==> config.mk <==
export PLATFORM = sky130hd
export DESIGN_NAME = gas_ram
export DESIGN_NICKNAME = d
export VERILOG_FILES = /design/src/rtl/gas_ram.sv
export SDC_FILE = /design/constraint.sdc
export NUM_CORES = 1
export LEC_CHECK = 0
export ABC_AREA = 1
export BUFFER_PORTS_ARGS = -buffer_cell sky130_fd_sc_hd__buf_2
export CORE_MARGIN = 4
export CORE_UTILIZATION = 30
export DETAILED_ROUTE_END_ITERATION = 12
export GPL_ROUTABILITY_DRIVEN = 0
export PLACE_DENSITY = 0.54
export RECOVER_POWER = 100
export SLEW_MARGIN = 20
export SYNTH_ARGS = -nofsm -noshare
export SYNTH_HDL_FRONTEND = slang
export SYNTH_SLANG_ARGS = --single-unit
==> constraint.sdc <==
create_clock -name clock -period 4.4 [get_ports clock]
set_clock_uncertainty 0.2 [all_clocks]
set_input_delay 0.22 -clock clock [delete_from_list [all_inputs] [get_ports clock]]
set_output_delay 0.22 -clock clock [all_outputs]
set_load 0.01 [all_outputs]
==> src/rtl/gas_ram.sv <==
`timescale 1ns / 1ps

module gas_ram #(
   parameter int unsigned WIDTH = 8,
   parameter int unsigned DEPTH = 64
) (
   input  logic                     clock,
   input  logic                     wr_en,
   input  logic [$clog2(DEPTH)-1:0] wr_addr,
   input  logic [WIDTH-1:0]         wr_data,
   input  logic                     rd_en,
   input  logic [$clog2(DEPTH)-1:0] rd_addr,
   output logic [WIDTH-1:0]         rd_data
);

   logic [WIDTH-1:0] mem_ff [DEPTH];
   logic [WIDTH-1:0] rd_data_ff;

   always_ff @(posedge clock) begin
      if (wr_en) begin
         mem_ff[wr_addr] <= wr_data;
      end
      if (rd_en) begin
         rd_data_ff <= mem_ff[rd_addr];
      end
   end

   assign rd_data = rd_data_ff;

endmodule

### Word level (Yosys, flattened, before mapping)

Memories as Yosys holds them, arrays and structs flattened. A register that Yosys moved wholly into a read port is not among the register bits.
Index checks and enable logic that the tools add are counted.

| cells by class | value |
|---|---|
| muxes and demuxes | 2 |

Operators with widths:

| operator | count |
|---|---|
| $mux 1 | 2 |

| storage, ports and cells | value |
|---|---|
| register bits | 0 |
| bits in writable memories | 512 |
| input port bits | 23 |
| word-level logic and storage cells | 3 |
| memories | 1 |

Memory list:

| name | words | bits a word | read ports | clocked after memory_dff | write ports | line | RTL |
|---|---|---|---|---|---|---|---|
| mem_ff | 64 | 8 | 1 | 1 | 1 | 16 | `logic [WIDTH-1:0] mem_ff [DEPTH];` |

### Longest topological paths before layout

| logic depth | value |
|---|---|
| word-level depth | 2 |
| depth in mapped cells | 12 |
| depth with buffers taken out | 9 |

### Least setup slack after synthesis

Ideal clock, no wire load.

| timing path | value |
|---|---|
| path kind | input -> register |
| start point | input port wr_en |
| end point | memory mem_ff[48][0], enable pin |
| setup time | 395 ps |
| arrival time | 1,591 ps |
| data required time | 3,805 ps |
| setup slack | 2,214 ps |
| stages | 3 |
| buffers on the path | 1 |
| cell sequence | clkbuf_1 nand4_1 nor4_1 |

| between the ends | value |
|---|---|
| word-level cells in the longest chain between the ends | 2 |

Ends and longest elaborated chain:

| item | line | RTL |
|---|---|---|
| from (decl) | 8 | `input logic wr_en,` |
| $mux 1 | 20 | `if (wr_en) begin` |
| $mux 1 (not written as such) | 21 | `mem_ff[wr_addr] <= wr_data;` |
| to (decl) | 16 |  |

Every way passes these cells.

==> impl_metrics.json <==
{
  "outcome": "complete, but fails checks",
  "violations": "capacitance limit, slew limit",
  "dp_hpwl_um": 32100,
  "yosysSeqAreaShare_pct": 72.9,
  "cpPeakStageDelay_ns": 1.10,
  "dr.pass1.iters": 7,
  "crit_cells": 11,
  "wl_um": 55400,
  "grt_pass1_vias": 13200,
  "viasPerCell": 4.90,
  "area_growth_pct": 10.9,
  "reg2reg_depth": 8,
  "overflow": 0,
  "clk_pin_slew_worst_paths_ns": 0.06,
  "initialDrtViolationCount": 1369,
  "cts.sinks": 520,
  "synth_fp_nets": 1828,
  "core_mm2": 0.0704,
  "fmax_mhz": 294,
  "seq_area_mm2": 0.0156,
  "fillers": 7004,
  "grt_pass1_wl_um": 83800,
  "ys_seq_elements": 520,
  "netlist_instances": 1805,
  "syn_area_per_cell_um2": 11.9,
  "p_per_area_mw_per_mm2": 434,
  "synth_top_family_by_area": "simple AND/OR/NAND/NOR gates",
  "synth.area.mux_share_pct": 0,
  "clock_path_buffers": 3,
  "clock_latency_ns": 0.60,
  "relSlewSlack_pct": -118,
  "worst_slew_pin_slew_ns": 3.28,
  "start_util_pct": 30.4,
  "post_cts.repair.setup_buffers": 0,
  "cp_slowest_cell": "clkbuf_4",
  "ys_warn_count": 0,
  "synth_compound_area_share_pct": 0,
  "min_period_over_period_pct": 77.3,
  "worst-path-buf-inv": 3,
  "fin_hold_ws_ns": 0.170,
  "layout-drive-gt1-share_pct": 5.13,
  "design.die.area_mm2": 0.0757,
  "h-tree-depth": 2,
  "worstSetupPathType": "in2reg",
  "drc": 0,
  "mostFrequentLayoutCells": "nand2_1 (648), edfxtp_1 (520), nand3_1 (439)",
  "multi_input_area_mm2": 0.00495,
  "p_leak_nw": 8.22,
  "cp_max_fo": 124,
  "antenna_found_initial": 3,
  "ff2ff_setup_slack_ns": 2.51,
  "die_h_um": 275,
  "tns_ns": 0,
  "synth_xor_area_share_pct": 0,
  "slew_viol_final": 547,
  "setup_viol": 0,
  "cp.required_ns": 4.54,
  "critPathCaptureType": "flip-flop",
  "synthSimpleGateAreaFrac_pct": 23.1,
  "crit_family": "buffers and inverters",
  "grt_max_degree": 125,
  "crit_path_cell_trace": "clkbuf_4 > inv_6 > clkbuf_2 > nand2_1 > nand3_1 > nand3_1 > nand2_1 > nand2_1 > nand3_1 > nand3_1 > nand2_1",
  "rows": 97,
  "root_buffer": "clkbuf_16",
  "cts_tree": "done",
  "worstPathArrival_ns": 3.54,
  "layout.nets": 1833,
  "peakVddDrop_mv": 0.270,
  "min_path_type": "in2reg",
  "start_kind": "input pin",
  "synth_fa_ha_area_share_pct": 0,
  "die_w_um": 275,
  "finalHoldViolations": 0,
  "hold_depth": 3,
  "final_common_cell": "nand2_1",
  "rsz0062_at_grt": "no",
  "ios": 31,
  "postRouteAntennaNets": 0,
  "cts_buffers": 52,
  "maxCapViolCount": 12,
  "avgRoutedWirePerCell_um": 19.8,
  "synth_cell_types": 15,
  "min_period_ns": 3.40,
  "vias": 13700,
  "grt_use_total_pct": 14.5,
  "portBuffers": 30,
  "syn_area_mm2": 0.0214
}
[worst register-to-register path: stages, from the launching register on]
cell	delay, ns
edfxtp_1	0.36
nand2_1	0.07
nand3_1	0.09
nand3_1	0.14
nand2_1	0.12
nand2_1	0.07
nand3_1	0.14
nand3_1	0.34
nand2_1	0.09
[cell families (layout without fill, tap and decap cells)]
kind of cell | count (synthesis) | in the layout
flip-flops | 520 | 520
AND/OR/NAND/NOR | 1160 | 1160
buffers and inverters | 125 | 173
other | 0 | 1
[final timing paths]
path	from	endpoint
worst max register to register	mem_ff[35][2]	rd_data[2]
worst min register to register	mem_ff[20][1]	rd_data[1]
worst max-delay path	rd_addr[0]	rd_data[5]
worst min-delay path	wr_addr[2]	mem_ff[54][2]
[state kept, by name (all words and copies together) (netlist names)]
| register | count |
|---|---|
| rd_data | 8 |
| mem_ff | 512 |
[synth_stat cells]
cell type    n  area (um2)
nand4_1      9        56.3
buf_8        2        30.0
buf_1       10        37.5
nor2_1      56         210
clkbuf_1    15        56.3
nand3_1    439        2200
inv_2        1        3.75
buf_6       35         394
inv_6        1        8.76
buf_2       37         185
inv_1       10        37.5
nor4_1       8        50.1
edfxtp_1   520       15600
nand2_1    648        2430
buf_4       14         105
[what timing repair did]
item                                   in CTS  in global routing
hold buffers                                6                  0
resized for setup                           0                  0
endpoints found under the hold margin      59                  0
[final cells by class]
cell class / instances / area share [%]
Sequential cell: 520 / 65.8
Multi-Input combinational cell: 1160 / 20.8
Clock buffer: 63 / 5.74
Tap cell: 940 / 4.95
Timing Repair Buffer: 64 / 1.61
Clock inverter: 34 / 0.864
Inverter: 12 / 0.227
Antenna cell: 1 / 0.0105
[where the power goes]
group | leakage [nW] | total, mW | internal (mW) | switching (mW)
combinational | 2.76 | 0.628 | 0.146 | 0.482
sequential | 4.69 | 5.52 | 5.50 | 0.0158
clock | 0.771 | 4.16 | 2.31 | 1.85
[metal layers]
metal | global-route usage [%] | routed length (um) | vias up
met2 | 21.8 | 24700 | 457
met1 | 21.7 | 25700 | 6802
met4 | 3.36 | 899 | 2
met3 | 2.73 | 4080 | 67
li1 | - | - | 6369
met5 | 0 | 13 | -
[metrics by stage]
step | util (%) | setup WS, ns | area (um2) | instances | total power, mW
floorplan | - | 2.21 | 21400 | 1805 | 6.00
detailed placement | 31.5 | 1.21 | 22200 | 2690 | 6.24
global route | 33.7 | 0.719 | 23700 | 2793 | 10.7
finish | 33.7 | 0.999 | 23700 | 2794 | 10.3
global placement | 31.5 | 1.21 | 22200 | 2690 | 6.24
CTS | 33.9 | 1.54 | 23800 | 2793 | 10.4
Note: power is estimated with default switching activity, not from simulation.
